==> config.mk <==
export PLATFORM = sky130hd
export DESIGN_NAME = brbe_queue
export DESIGN_NICKNAME = d
export VERILOG_FILES = /design/src/brbe_pkg.sv /design/src/brbe_queue.sv
export SDC_FILE = /design/constraint.sdc
export NUM_CORES = 1
export LEC_CHECK = 0
export ABC_CLOCK_PERIOD_IN_PS = 7100
export BUFFER_PORTS_ARGS = -buffer_cell sky130_fd_sc_hd__buf_4
export CAP_MARGIN = 20
export CORE_MARGIN = 5
export CORE_UTILIZATION = 50
export DETAILED_ROUTE_END_ITERATION = 6
export PLACE_DENSITY = 0.77
export SLEW_MARGIN = 40
export SYNTH_ARGS = -nofsm -noshare
export SYNTH_HDL_FRONTEND = slang
export SYNTH_SLANG_ARGS = --single-unit
export TNS_END_PERCENT = 30
==> constraint.sdc <==
create_clock -name clk -period 7.1 [get_ports clk]
set_clock_uncertainty 0.05 [all_clocks]
set_input_delay 1.42 -clock clk [delete_from_list [all_inputs] [get_ports clk]]
set_output_delay 1.42 -clock clk [all_outputs]
set_load 0.02 [all_outputs]
==> src/brbe_pkg.sv <==
// Shared types and constants for the byte ring buffer engine.
package brbe_pkg;

  localparam int STORE_DEPTH = 4096;
  localparam int MAX_READ    = 64;
  localparam int WRITE_LANES = 8;
  localparam int ADDR_W      = $clog2(STORE_DEPTH);
  localparam int CNT_W       = 13;
  localparam int QUEUE_DEPTH = 2;

  // Classified operation codes
  localparam logic [2:0] OP_WRITE = 3'd0;
  localparam logic [2:0] OP_READ  = 3'd1;
  localparam logic [2:0] OP_SKIP  = 3'd2;
  localparam logic [2:0] OP_CLEAR = 3'd3;
  localparam logic [2:0] OP_PEEK  = 3'd4;

  // Result status codes
  localparam logic [1:0] ST_OK    = 2'd0;
  localparam logic [1:0] ST_OVF   = 2'd1;
  localparam logic [1:0] ST_EMPTY = 2'd2;

  typedef struct packed {
    logic [2:0]  opcode;
    logic [63:0] write_bytes;
    logic [3:0]  write_count;
    logic [6:0]  request_count;
  } in_item_t;

  typedef struct packed {
    logic [1:0]  status;
    logic [7:0]  byte_out;
    logic        byte_valid;
    logic        last;
    logic [6:0]  amount;
    logic [12:0] fill_level;
    logic [12:0] free_space;
    logic [12:0] contiguous_length;
    logic        is_full;
    logic        is_empty;
  } out_item_t;

  // Classified command held in the queue
  typedef struct packed {
    logic [2:0]  op;
    logic [63:0] data;
    logic [3:0]  wcnt;
    logic [6:0]  req;
  } cmd_t;

  typedef struct packed {
    logic full;
    logic empty;
  } queue_status_t;

endpackage

==> src/brbe_queue.sv <==
// Short command queue between the front end and the execution back end.
module brbe_queue (
  input  logic                     clk,
  input  logic                     rst,
  input  logic                     push,
  input  brbe_pkg::cmd_t           push_entry,
  input  logic                     pop,
  output brbe_pkg::cmd_t           pop_entry,
  output brbe_pkg::queue_status_t  stat
);

  localparam int PW = $clog2(brbe_pkg::QUEUE_DEPTH);

  brbe_pkg::cmd_t slots [brbe_pkg::QUEUE_DEPTH];
  logic [PW-1:0]  wr_ptr;
  logic [PW-1:0]  rd_ptr;
  logic [PW:0]    count;

  assign stat.full  = (32'(count) == brbe_pkg::QUEUE_DEPTH);
  assign stat.empty = (count == '0);
  assign pop_entry  = slots[rd_ptr];

  // Pointer and occupancy tracking
  always_ff @(posedge clk) begin
    if (rst) begin
      wr_ptr <= '0;
      rd_ptr <= '0;
      count  <= '0;
    end else begin
      if (push) begin
        wr_ptr <= (32'(wr_ptr) == brbe_pkg::QUEUE_DEPTH - 1) ? '0 : wr_ptr + 1'b1;
      end
      if (pop) begin
        rd_ptr <= (32'(rd_ptr) == brbe_pkg::QUEUE_DEPTH - 1) ? '0 : rd_ptr + 1'b1;
      end
      count <= count + (PW+1)'(push) - (PW+1)'(pop);
    end
  end

  // Slot storage
  always_ff @(posedge clk) begin
    if (push) begin
      slots[wr_ptr] <= push_entry;
    end
  end

endmodule

Word-level counts from Yosys, hierarchy flattened
Memory sizes are Yosys's and may differ from the RTL's. A register that Yosys moved wholly into a read port is not among the register bits.
Index checks and enable logic that the tools add are counted.
{ "classes": {"n_addsub": 4, "n_mul": 0, "n_div": 0, "order_cmp": 0, "eq_ne": 1, "shift": 0, "muxes": 6, "bitwise": 0, "n_reduce_logical": 1} }
{ "op_table": {"columns": ["cell", "count"], "rows": [
  ["$mux 1", 6],
  ["$add 1x1->1 const B", 2],
  ["$add 2x1->2", 1],
  ["$eq 2x2->1 const B", 1],
  ["$logic_not 2->1", 1],
  ["$sub 2x1->2", 1]
]} }
{ "totals": {"reg_bits": 4, "latchBits": 0, "ramBits": 156, "romBits": 0, "input_bits": 82, "out_inout_bits": 80, "word_cells": 16, "n_memories": 1} }
{ "mem_list": {"columns": ["name", "depth", "word_bits", "rd", "rd_clocked_by_memory_dff", "wr", "line_no", "source"], "rows": [
  ["slots", 2, 78, 1, 1, 1, "brbe_queue.sv:14", "brbe_pkg::cmd_t slots [brbe_pkg::QUEUE_DEPTH];"]
]} }

Longest topological paths before layout
{ "depth": {"word_depth": 4, "mapped_depth": 6, "depth_no_buf": 6} }

Worst setup path before layout
OpenSTA, ideal clock, no wires.
{ "synth_path": {"path_kind": "input to register", "startpoint": "input push", "endpoint": "memory slots[0][0] in the netlist's numbering, enable pin", "setup_ns": 0.524, "arrival_ns": 4.832, "required_time_ns": 6.526, "path_slack_ns": 1.693, "cell_stages": 1, "n_path_buf": 0, "path_cell_list": "nor2b_1"} }
{ "synth_via": {"elab_chain_cells": 2} }
{ "synth_lines": {"columns": ["element", "line_no", "source"], "rows": [
  ["start: declaration", "brbe_queue.sv:5", "input logic push,"],
  ["$mux 1", "brbe_queue.sv:42", "if (push) begin"],
  ["$mux 1 (implied by the code)", "brbe_queue.sv:43", "slots[wr_ptr] <= push_entry;"],
  ["end: declaration", "brbe_queue.sv:14", null]
]} }
No other way between the ends.

==> out/qor.txt <==
outcome: completed
Mapped Avg Cell Area: 22.4 um^2
Cell Area, Synth: 5920 um^2
port bufs: 161
post-DP HPWL: 7.17 mm
RD Place Congestion: 0.727
max_cap viols: 0
Clk pwr share: 38.2%
path type of the worst min-delay path: reg2reg
initial antenna violation count: 0
crit end category: output port
Hold Fails Final Rpt: 0
DR pass1 iterations: 5
Post-Place Setup Slack: 4.13 ns
initial core utilization: 51.4%
synthesized netlist cell count: 264
final setup fails: 0
worst reg2reg endpoint: slots[1][47]
top cell type by total area after synthesis: edfxtp_1
CP most frequent cell: buf_12
first-pass GRT wire length: 16.8 mm
Int Pwr: 1.85 mW
Area growth, synth to finish: 34.1%
synth unique cells: 13
largest net degree at the start of global routing: 79
io pins: 162
Core ar.: 11500 um^2
Max-slew headroom: 50.8%
Flop pwr share: 47.8%
crit path max fanout: 37
clk sinks: 161
worst path cell trace: buf_12 -> buf_12 -> mux2_2 -> buf_4
H-tree levels: 4
layout net count: 524
dpl cells: 564
fmax: 297 MHz
diode count: 0
row cnt: 39
Num CTS Buffers: 17
Final Non-Filler Cells: 596
worst reg2reg setup slack: 5.48 ns
Post-DP Area: 7350 um^2
drt via density: 5.00
Pwr Density: 297 nW/um^2
synth warn: 0
FF-to-FF Start: wr_ptr
Die ar.: 14100 um^2
Post-DRT Antenna Nets: 0
die span in y: 119 um
fin area: 7940 um^2
combinational power share: 14.0%
startpoint class of the critical path: flop
Tot Pwr: 2.36 mW
Worst Hold End: rd_ptr
Arrival @ worst endpoint: 1.89 ns
Clock Tree Buf Depth: 2
Finished Core Util: 69.0%
worst stage delay on the critical path: 0.41 ns
layout cells sized above 1: 60.5%
Worst Path Required: 5.63 ns
die width: 119 um
most frequent cells in the layout: buf_4 (161), edfxtp_1 (156), mux2_2 (58), mux2_4 (20), clkbuf_16 (17)
leakage: 3.05 nW
net switching power: 0.509 mW
CTS Root Cell: clkbuf_16
routed len/inst: 18.1 um
setup_tns: 0 ns
vias: 2982
commonest non-fill, non-tap cell in the layout: buf_4
critical path type: reg2out
Synth Net Count: 348
Synth top area share: 79.1%
CTS tree: built
R2R cell count: 3
CTS resizes: 0
initial drt markers: 145
highest-delay cell along the critical path: dfxtp_4
post-synthesis register bit count: 161
overall routing resource usage: 15.8%
Hold Crit Depth: 2
post-CTS setup buffer count: 0
unrepaired setup endpoints after global routing: false
Final Max Tran Viols: 0
routed wire length: 10.8 mm
# DRC: 0
top post-synthesis cells by area: edfxtp_1 (79%), mux2_2 (11%), mux2_4 (5.1%)
hold_sp: rd_ptr
Slew @ Worst Pin: 0.739 ns
sequential fraction of the synthesis area: 80.8%
maximum VDD drop: 0.204 mV
hold_buf cts: 0
Period minus WS final: 3.36 ns
fin worst setup slack: 3.74 ns
Reg clk slew, reported paths: 0.06 ns
vias in the first global route: 3227
Sw Share: 21.6%
Final period util: 47.4%
worst skew pair latency: 0.41 ns
Hold Slack: 0.476 ns
remaining global-route overflow: 0
[area by class of cell]
class                      instances  area (um^2)
sequential                       161         4790
fill                             750         3570
timing repair buffer             166         1300
multi-input combinational         92         1070
clock buffer                      28          527
tap                              143          179
clock inverter                     4         70.1
inverter                           2         7.51
[registers in the layout (all words and copies together) (netlist names), named ones only]
signal  flops
wr_ptr      1
rd_ptr      1
slots     156
count       2
[how the worst max path moves through the flow]
stage | from | endpoint | slack [ns] | depth (start not counted)
after CTS | flop | pop_entry[6] | 3.68 | 4
after floorplan | push | slots[0][0] | 1.69 | 1
final | flop | pop_entry[73] | 3.74 | 4
after global placement | flop | pop_entry[22] | 3.87 | 2
after global routing | flop | pop_entry[73] | 3.63 | 4
after detailed placement | flop | pop_entry[6] | 4.13 | 4
[cells in the mapped netlist]
cell type    n
mux2_2      58
nor2b_1      3
ha_1         2
mux2_4      20
nor2_1       5
xnor2_1      2
buf_6        4
buf_2        5
xnor3_1      1
and2_1       1
inv_1        2
dfxtp_1      5
edfxtp_1   156
[per-layer routing]
layer / vias up / GRT usage [%] / part of all wire [%]
met5: - / 0 / 0
met4: 0 / 7.75 / 2.3
met3: 23 / 6.54 / 8.2
met2: 118 / 25.0 / 50
met1: 1448 / 18.7 / 40
li1: 1393 / - / -
[power groups by stage]
stage	registers [mW]	logic (mW)	clock network, mW
floorplan	1.14	0.189	0
global placement	1.16	0.304	0
detailed placement	1.15	0.334	0
CTS	1.13	0.336	0.919
global route	1.13	0.350	0.967
finish	1.13	0.329	0.900
[logic make-up after synthesis]
group                      count (synthesis)  synth area share [%]
xor gates and xnor gates                   3                 0.676
adders and majority gates                  2                 0.422
muxes                                     78                  16.1
and+or+nand+nor                            9                 0.739
DFF                                      161                  80.8
buffers and inverters                     11                  1.31
[worst max-delay path, delay by kind of cell, from the launching register on]
kind,cells,cell delay (ns)
buf+inv,3,0.66
flops,1,0.41
mux,1,0.37
Note: power is estimated with default switching activity, not from simulation.
