File: config.mk
export PLATFORM = sky130hd
export DESIGN_NAME = brbe_front
export DESIGN_NICKNAME = d
export VERILOG_FILES = /design/src/brbe_pkg.sv /design/src/brbe_front.sv
export SDC_FILE = /design/constraint.sdc
export NUM_CORES = 1
export LEC_CHECK = 0
export ABC_AREA = 1
export BUFFER_PORTS_ARGS = -buffer_cell sky130_fd_sc_hd__buf_2
export CAP_MARGIN = 40
export CORE_AREA = 2 2 61 63
export DETAILED_ROUTE_END_ITERATION = 6
export DIE_AREA = 0 0 63 65
export GPL_TIMING_DRIVEN = 0
export MAX_ROUTING_LAYER = met4
export PLACE_DENSITY = 0.7
export SYNTH_ARGS = -nofsm -noshare
export SYNTH_HDL_FRONTEND = slang
export SYNTH_SLANG_ARGS = --single-unit
export TNS_END_PERCENT = 5
File: constraint.sdc
create_clock -name vclk -period 0.8
set_input_delay 0.08 -clock vclk [all_inputs]
set_output_delay 0.08 -clock vclk [all_outputs]
set_load 0.01 [all_outputs]
File: src/brbe_pkg.sv
// Shared types and constants for the byte ring buffer engine.
package brbe_pkg;

  localparam int STORE_DEPTH = 4096;
  localparam int MAX_READ    = 64;
  localparam int WRITE_LANES = 8;
  localparam int ADDR_W      = $clog2(STORE_DEPTH);
  localparam int CNT_W       = 13;
  localparam int QUEUE_DEPTH = 2;

  // Classified operation codes
  localparam logic [2:0] OP_WRITE = 3'd0;
  localparam logic [2:0] OP_READ  = 3'd1;
  localparam logic [2:0] OP_SKIP  = 3'd2;
  localparam logic [2:0] OP_CLEAR = 3'd3;
  localparam logic [2:0] OP_PEEK  = 3'd4;

  // Result status codes
  localparam logic [1:0] ST_OK    = 2'd0;
  localparam logic [1:0] ST_OVF   = 2'd1;
  localparam logic [1:0] ST_EMPTY = 2'd2;

  typedef struct packed {
    logic [2:0]  opcode;
    logic [63:0] write_bytes;
    logic [3:0]  write_count;
    logic [6:0]  request_count;
  } in_item_t;

  typedef struct packed {
    logic [1:0]  status;
    logic [7:0]  byte_out;
    logic        byte_valid;
    logic        last;
    logic [6:0]  amount;
    logic [12:0] fill_level;
    logic [12:0] free_space;
    logic [12:0] contiguous_length;
    logic        is_full;
    logic        is_empty;
  } out_item_t;

  // Classified command held in the queue
  typedef struct packed {
    logic [2:0]  op;
    logic [63:0] data;
    logic [3:0]  wcnt;
    logic [6:0]  req;
  } cmd_t;

  typedef struct packed {
    logic full;
    logic empty;
  } queue_status_t;

endpackage

File: src/brbe_front.sv
// Front end: accepts commands and classifies them for the queue.
module brbe_front (
  input  logic              start,
  input  logic              busy,
  input  brbe_pkg::in_item_t cmd,
  output logic              push,
  output brbe_pkg::cmd_t    entry
);

  assign push = start & ~busy;

  // Fold unused opcodes into peek, clamp counts to their limits
  always_comb begin
    entry.data = cmd.write_bytes;
    if (cmd.opcode > brbe_pkg::OP_PEEK) begin
      entry.op = brbe_pkg::OP_PEEK;
    end else begin
      entry.op = cmd.opcode;
    end
    if (32'(cmd.write_count) > brbe_pkg::WRITE_LANES) begin
      entry.wcnt = 4'(brbe_pkg::WRITE_LANES);
    end else begin
      entry.wcnt = cmd.write_count;
    end
    if (32'(cmd.request_count) > brbe_pkg::MAX_READ) begin
      entry.req = 7'(brbe_pkg::MAX_READ);
    end else begin
      entry.req = cmd.request_count;
    end
  end

endmodule

# After elaboration in Yosys (flattened, before gate mapping)
# Cells that the tools add are included.
[word_totals] output_inout_bits=79 regBits=0 in_bits=80 word_cells=8
[classes] mux=3 magnitude_cmp=3 bitwise_logic=2
[op_table] operator="> comparator 7 bit (second input constant)" count=1
[op_table] operator="two-way mux 7 bit" count=1
[op_table] operator="> comparator 4 bit (second input constant)" count=1
[op_table] operator="two-way mux 4 bit" count=1
[op_table] operator="> comparator 3 bit (second input constant)" count=1
[op_table] operator="two-way mux 3 bit" count=1
[op_table] operator="AND 1 bit" count=1
[op_table] operator="NOT 1 bit" count=1

# Depth between registers and ports, before layout
# Gate-level depths: netlist (run 1).
[depth] depth_word=2 depth_mapped=3 ltp_nobuf=3

# Worst setup path before layout (run 1)
# Ideal clock, no wire load.
[synth_path] path_kind="in2out" from="in cmd[5] (netlist bit)" to="out entry[1] (netlist bit)" stages=3 path_slack_ns=0.246 required_time_ns=0.720 arrival_time_ns=0.474 path_buffers=0 path_cell_list="nor2_1 nand3_1 a21oi_1"
[synth_lines] element="start, declared" line_no="brbe_front.sv:5" rtl="input brbe_pkg::in_item_t cmd,"
[synth_lines] element="end, declared" line_no="brbe_front.sv:7" rtl="output brbe_pkg::cmd_t entry"

==> impl_results.md, run 1 <==
* Setup crit end kind: primary output
* Endpoints failing hold at 0
* Num ports at 159
* Final setup vio count at 0
* CP startpoint kind: input pin
* Die area at 0.004095 sq mm
* Post-CTS resize count at 0
* Routed Antenna Nets at 0
* WL/cell at 8.164 um
* Fmax at 1291 MHz
* Number of DRC markers in iteration 0 at 0
* Area share of the largest cell type after synthesis at 79.67%
* Core area at 0.003496 sq mm
* Die X at 63 um
* Commonest non-fill, non-tap cell in the layout: buf_2
* Final-stage net count at 272
* Total Routing Usage GR at 6.986%
* # diodes at 0
* Non-Filler Instances at 238
* Synth cell types at 7
* Congestion Overflow GR at 0
* Setup TNS at 0 ps
* Total area of sequential cells at 0 sq um
* Placer congestion estimate at 0.6984
* Mapped Cells at 95
* Sw Ratio at 39.98%
* Core Util, Final at 32.96%
* Final WL at 1943 um
* VDD IR max at 0.2387 mV
* CLK BUF at 0
* Total Power at 0.0006297 W
* WS Path Type: input pin to primary output
* CP dominant cell by count: buf_2
* Syn avg cell area at 6.348 sq um
* Port Buffers at 95
* Antenna violations before repair at 0
* DRC at 0
* Comb pwr share at 100.0%
* Most frequent cells in the layout: buf_2 (94), buf_4 (64), inv_1 (12)
* Worst Path Max Fanout at 2
* DP Wirelength at 1796 um
* Share of the yosys chip area belonging to registers at 0%
* FFs & Latches at 0
* Mapped Area at 603.1 sq um
* Run status: finished clean
* Fill cells at 366
* Worst hold slack at 343.1 ps
* Max stage delay on crit path at 150 ps
* Most area-hungry cell type in the Yosys netlist: buf_4
* P_sw at 0.0002517 W
* Largest delay share family, worst path: buffers and inverters
* Initial Util at 17.25%
* Pleak at 0.7899 nW
* First-pass GRT wire length at 2359 um
* Top cells by area, synth: buf_4 (80%), inv_1 (7.5%), nor2_1 (7.5%)
* Worst path cell trace: buf_2 > nor2_1 > nand3_2 > a21oi_1 > buf_2
* MaxCap Viol Count at 0
* Worst slew margin at 90.56%
* Vias in the first global route at 554
* Post-CTS setup buffers at 0
* Worst Setup EP: entry[1]
* Crit path arrival time at 690 ps
* Layout cells sized above 1 at 85.26%
* Slowest CP cell: buf_2
* Chip height at 65 um
* Net count of the mapped netlist at 175
* Crit path from: cmd[5]
* CP Buf/Inv Count at 2
* Vias per cell at 3.345
* Crit path depth at 5
* Internal at 0.0003779 W
* Final Slew Violations at 0
* Seq pwr share at 0%
* CP required at 720 ps
* Via Count at 796
* Dpl cells at 238
* Final min period at 774.8 ps
* Row count at 22
* Area Growth Syn to Fin at 91.08%
* Drt first pass iters at 1
* P per Cell Area at 546.4 mW/mm^2
* Worst-Margin Slew at 141.1 ps
* Clk pwr share at 0%
* Largest net degree at the start of global routing at 8
* Yosys Warn Count at 0
* Post-CTS Hold Buffers at 0
* Tcrit/Tclk final at 96.85%
* Hold WC Path Type: input pin to primary output
## layer usage
layer | track usage, % | vias up | share of wire, %
li1 | - | 399 | -
met1 | 6.979 | 317 | 30
met2 | 14.36 | 80 | 55
met3 | 1.736 | 0 | 15
met4 | 0 | 0 | 0
met5 | - | - | 0
## kinds of logic after synthesis
kind of cell | count (synthesis) | synth area share, %
buffers and inverters | 79 | 89.00
and+or+nand+nor | 14 | 9.335
AOI/OAI and AO/OA | 2 | 1.660
## power by group through the flow
stage	clock, W	combinational [W]	sequential, W
6_report	0	0.000630	0
5_1_grt	0	0.000676	0
4_1_cts	0	0.000631	0
3_5_place_dp	0	0.000629	0
3_3_place_gp	0	0.000625	0
2_1_floorplan	0	0.000387	0
## stage by stage
| step | instance area (sq um) | setup WS (ps) |
|---|---|---|
| after floorplan | 603.1 | 246.5 |
| after global placement | 1139 | 35.41 |
| after detailed placement | 1139 | 64.97 |
| after CTS | 1139 | 59.56 |
| after global routing | 1152 | -13.74 |
| final | 1152 | 25.19 |
## Yosys cell counts
cell type  count
nor2_1        12
clkbuf_1       3
buf_4         64
inv_1         12
nand3_1        1
a21oi_1        2
nor2_2         1
## area by class of cell
class | instances | area (sq um) | share of cell area (%)
inverter | 12 | 45.04 | 3.909
buffer | 67 | 491.7 | 42.67
multi-input combinational | 16 | 73.82 | 6.406
timing repair buffer | 95 | 481.7 | 41.80
tap | 48 | 60.06 | 5.212
## how the worst min path moves through the flow
stage / start / end / slack (ps) / cells after the start
CTS: cmd[54] / entry[54] / 340 / 2
finish: cmd[54] / entry[54] / 340 / 2
detailed placement: cmd[65] / entry[65] / 340 / 2
global route: cmd[62] / entry[62] / 350 / 2
global placement: cmd[24] / entry[24] / 340 / 2
floorplan: cmd[6] / entry[0] / 210 / 1
No activity file was read; power rests on OpenSTA's default activity.
==> inputs of run 2 (changes only) <==
- GPL_TIMING_DRIVEN: 0 -> default
==> run 2 against run 1 <==
Net effect: power shrank 76%; die area is the same; cell count shrank 55%; critical path type unchanged.
==> impl_results.md, run 2 (same netlist as run 1, synthesis figures left out) <==
* Run status: finished clean (unchanged)
* Total area of sequential cells at 0 sq um (unchanged)
* Antenna violations before repair at 0 (unchanged)
* Most frequent cells in the layout: buf_2 (31), inv_1 (12), nor2_1 (10) (was buf_2 (94), buf_4 (64), inv_1 (12))
* FFs & Latches at 0 (unchanged)
* Die X at 63 um (unchanged)
* Via Count at 327 (was 796)
* Drt first pass iters at 4 (was 1)
* Final-stage net count at 141 (was 272)
* Post-CTS Hold Buffers at 0 (unchanged)
* DP Wirelength at 970.7 um (was 1796 um)
* Vias per cell at 3.056 (was 3.345)
* Routed Antenna Nets at 0 (unchanged)
* Chip height at 65 um (unchanged)
* Row count at 22 (unchanged)
* Initial Util at 17.25% (unchanged)
* WL/cell at 11.11 um (was 8.164 um)
* Number of DRC markers in iteration 0 at 6 (was 0)
* # diodes at 0 (unchanged)
* Worst setup margin at 46.09 ps (was 25.19 ps)
* Crit path arrival time at 670 ps (was 690 ps)
* Final min period at 753.9 ps (was 774.8 ps)
* Setup TNS at 0 ps (unchanged)
* Congestion Overflow GR at 0 (unchanged)
* Num ports at 159 (unchanged)
* Placer congestion estimate at 0.6508 (was 0.6984)
* Endpoints failing hold at 0 (unchanged)
* Area Growth Syn to Fin at -42.12% (was 91.08%)
* RSZ-0062 raised after global routing: false
* Die area at 0.004095 sq mm (unchanged)
* Core area at 0.003496 sq mm (unchanged)
* Post-CTS setup buffers at 0 (unchanged)
* Fmax at 1326 MHz (was 1291 MHz)
* Commonest non-fill, non-tap cell in the layout: buf_2 (unchanged)
* P per Cell Area at 431.3 mW/mm^2 (was 546.4 mW/mm^2)
* Worst-Margin Slew at 140.6 ps (was 141.1 ps)
* Hold WC Path Type: input pin to primary output (unchanged)
* DRC at 0 (unchanged)
* Vias in the first global route at 289 (was 554)
* CP startpoint kind: input pin (unchanged)
* Final WL at 1189 um (was 1943 um)
* WS Path Type: input pin to primary output (unchanged)
* Port Buffers at 31 (was 95)
* Pleak at 0.2260 nW (was 0.7899 nW)
* CP required at 720 ps (about the same)
* Tcrit/Tclk final at 94.24% (was 96.85%)
* Layout cells sized above 1 at 62.71% (was 85.26%)
* Setup WS pre-CTS at 53.67 ps (was 64.97 ps)
* Setup crit end kind: primary output (unchanged)
* Total Routing Usage GR at 4.607% (was 6.986%)
* Final setup vio count at 0 (unchanged)
* CLK BUF at 0 (unchanged)
* Largest net degree at the start of global routing at 8 (unchanged)
* Worst Path Max Fanout at 2 (unchanged)
* Dpl cells at 107 (was 238)
* Worst slew margin at 90.63% (was 90.56%)
* First-pass GRT wire length at 1462 um (was 2359 um)
* VDD IR max at 0.09111 mV (was 0.2387 mV)
* MaxCap Viol Count at 0 (unchanged)
* Worst hold slack at 160.0 ps (was 343.1 ps)
* Final Slew Violations at 0 (unchanged)
* Core Util, Final at 9.986% (was 32.96%)
* Non-Filler Instances at 107 (was 238)
## run 2: changes by cell type in the layout (fill, tap and decap cells not counted), sizes merged
cell and change:
buf -128, clkbuf -3
## run 2: what timing repair did
action	CTS	global route
resized for setup	0	6
endpoints found under the setup margin	0	2
hold endpoints to repair	0	0
## run 2: worst paths after layout
path	from	endpoint	slack (ps)	depth (start not counted)
setup / recovery	cmd[5]	entry[2]	50	5
hold / removal	cmd[11]	entry[11]	160	0
## run 2: routing by layer
| layer | GRT usage, % | vias up | share of wire (%) |
|---|---|---|---|
| li1 | - | 137 | - |
| met1 | 3.229 | 122 | 23 |
| met2 | 5.585 | 30 | 40 |
| met3 | 3.125 | 38 | 21 |
| met4 | 8.611 | 0 | 17 |
| met5 | - | - | 0 |
## run 2: where the power goes
| group | internal [W] | total [W] | switching (W) |
|---|---|---|---|
| Clock | 0 | 0 | 0 |
| Combinational | 0.0000710 | 0.000151 | 0.0000795 |
| Sequential | 0 | 0 | 0 |
## run 2: final cells by class
type                       count  area [sq um]
multi-input combinational     16         88.84
fill                         424          3147
timing repair buffer          31         155.1
tap                           48         60.06
inverter                      12         45.04
## run 2: critical path: stages
cell and delay (ps):
buf_2 110, nor2_2 110, nand3_2 100, a21oi_2 130, buf_2 140
## run 2: stage by stage
step / area (sq um) / total power [W]
after detailed placement: 326.6 / 0.0001406
after CTS: 326.6 / 0.0001413
after floorplan: 603.1 / 0.0003868
final: 349.1 / 0.0001506
after global placement: 326.6 / 0.0001387
after global routing: 349.1 / 0.0001677
==> inputs of run 3 (changes only) <==
- CORE_AREA: 2 2 61 63 -> 2 2 78 43
- DIE_AREA: 0 0 63 65 -> 0 0 80 45
- PLACE_DENSITY: 0.7 -> 0.81
==> run 3 against run 2 <==
Net effect: critical endpoint unchanged; critical path depth did not move; maximum frequency up 3.8%; cell count fell by 7.5%; highest routed layer unchanged.
==> impl_results.md, run 3 (same netlist as run 1, synthesis figures left out) <==
* Vias per cell at 3.232 (was 3.056)
* Final Slew Violations at 0 (unchanged)
* DRC at 0 (unchanged)
* # diodes at 0 (unchanged)
* Commonest non-fill, non-tap cell in the layout: buf_2 (unchanged)
* Non-Filler Instances at 99 (was 107)
* Tcrit/Tclk final at 90.79% (was 94.24%)
* CP Buf/Inv Count at 2 (unchanged)
* Via Count at 320 (was 327)
* Worst-Margin Slew at 127.7 ps (was 140.6 ps)
* FFs & Latches at 0 (unchanged)
* Fill cells at 346 (was 424)
* Comb pwr share at 100.0% (about the same)
* Max stage delay on crit path at 140 ps (about the same)
* Initial Util at 20.99% (was 17.25%)
* Fmax at 1377 MHz (was 1326 MHz)
* Routed Antenna Nets at 0 (unchanged)
* Worst path cell trace: buf_4 > nor2_4 > nand3_2 > a21oi_2 > buf_2 (was buf_2 > nor2_2 > nand3_2 > a21oi_2 > buf_2)
* Total area of sequential cells at 0 sq um (unchanged)
* Crit path arrival time at 650 ps (was 670 ps)
* CLK BUF at 0 (unchanged)
* Chip height at 45 um (was 65 um)
* Final setup vio count at 0 (unchanged)
* Row count at 14 (was 22)
* Port Buffers at 31 (unchanged)
* Antenna violations before repair at 0 (unchanged)
* Final-stage net count at 141 (unchanged)
* Dpl cells at 99 (was 107)
* Endpoints failing hold at 0 (unchanged)
* Setup crit end kind: primary output (unchanged)
* Placer congestion estimate at 0.5999 (was 0.6508)
* Design area at 355.3 sq um (was 349.1 sq um)
* Largest delay share family, worst path: buffers and inverters (unchanged)
* Largest net degree at the start of global routing at 8 (unchanged)
* Core area at 0.002873 sq mm (was 0.003496 sq mm)
* Worst Path Max Fanout at 2 (unchanged)
* Layout cells sized above 1 at 61.02% (was 62.71%)
* Hold Startpoint: cmd[18] (was cmd[11])
* Clk pwr share at 0% (about the same)
* Crit path from: cmd[2] (was cmd[5])
* First-pass GRT wire length at 1800 um (was 1462 um)
* P_sw at 0.00008302 W (was 0.00007954 W)
* Internal at 0.00007889 W (was 0.00007102 W)
* MaxCap Viol Count at 0 (unchanged)
* CP required at 720 ps (about the same)
* Slowest CP cell: buf_2 (unchanged)
* Seq pwr share at 0% (about the same)
* Setup TNS at 0 ps (unchanged)
* Vias in the first global route at 326 (was 289)
* VDD IR max at 0.1065 mV (was 0.09111 mV)
* Congestion Overflow GR at 0 (unchanged)
* Placement Cell Area at 316.6 sq um (was 326.6 sq um)
* Post-CTS setup buffers at 0 (unchanged)
* Final min period at 726.3 ps (was 753.9 ps)
* Worst slew margin at 91.49% (was 90.63%)
* Die X at 80 um (was 63 um)
* Most frequent cells in the layout: buf_2 (28), inv_1 (12), nor2_1 (10) (was buf_2 (31), inv_1 (12), nor2_1 (10))
* WL/cell at 13.55 um (was 11.11 um)
* Sw Ratio at 51.28% (was 52.83%)
* DP Wirelength at 1092 um (was 970.7 um)
* Run status: finished clean (unchanged)
* Drt first pass iters at 3 (was 4)
* Core Util, Final at 12.37% (was 9.986%)
* WS Path Type: input pin to primary output (unchanged)
* Final WL at 1341 um (was 1189 um)
* Die area at 0.003600 sq mm (was 0.004095 sq mm)
* Number of DRC markers in iteration 0 at 2 (was 6)
* Num ports at 159 (unchanged)
* Total Routing Usage GR at 7.056% (was 4.607%)
* P per Cell Area at 455.7 mW/mm^2 (was 431.3 mW/mm^2)
* Hold WC Path Type: input pin to primary output (unchanged)
* Area Growth Syn to Fin at -41.08% (was -42.12%)
* Pleak at 0.2317 nW (was 0.2260 nW)
* CP startpoint kind: input pin (unchanged)
==> run 3: cell counts in the layout (fill, tap and decap cells not counted) <==
No cell type changed its count.
==> run 3: final cells by class <==
| type | count | area, sq um | share of cell area, % |
|---|---|---|---|
| repair buffers | 31 | 170.2 | 47.89 |
| multi-input cells | 16 | 90.09 | 25.35 |
| well taps | 40 | 50.05 | 14.08 |
| inverters | 12 | 45.04 | 12.68 |
==> run 3: power by group through the flow <==
stage	Combinational (W)	Clock [W]	Sequential [W]
after floorplan	0.000387	0	0
after global placement	0.000141	0	0
after detailed placement	0.000143	0	0
after CTS	0.000144	0	0
after global routing	0.000180	0	0
final	0.000162	0	0
==> run 3: stage by stage <==
step / power, W / setup slack [ps] / hold WS (ps)
after floorplan: 0.0003868 / 246.5 / 207.5
after global routing: 0.0001796 / -12.34 / 160.0
after detailed placement: 0.0001431 / 31.86 / 160.1
after CTS: 0.0001437 / 29.30 / 160.1
final: 0.0001619 / 73.70 / 160.0
after global placement: 0.0001410 / 53.17 / 160.1
==> run 3: final timing paths <==
path | endpoint | slack (ps) | depth (start not counted)
max | entry[2] | 70 | 5
min | entry[18] | 160 | 0
==> run 3: timing repair <==
item | CTS | global route
resized for setup | 0 | 10
hold buffers | 0 | 0
setup endpoints to repair | 0 | 2
==> run 3: layer usage <==
metal	track usage, %	vias to the layer above	wire length (um)
li1	-	137	-
met1	6.386	115	410
met2	4.167	64	437
met3	14.80	4	485
met4	1.695	0	8
met5	-	-	0
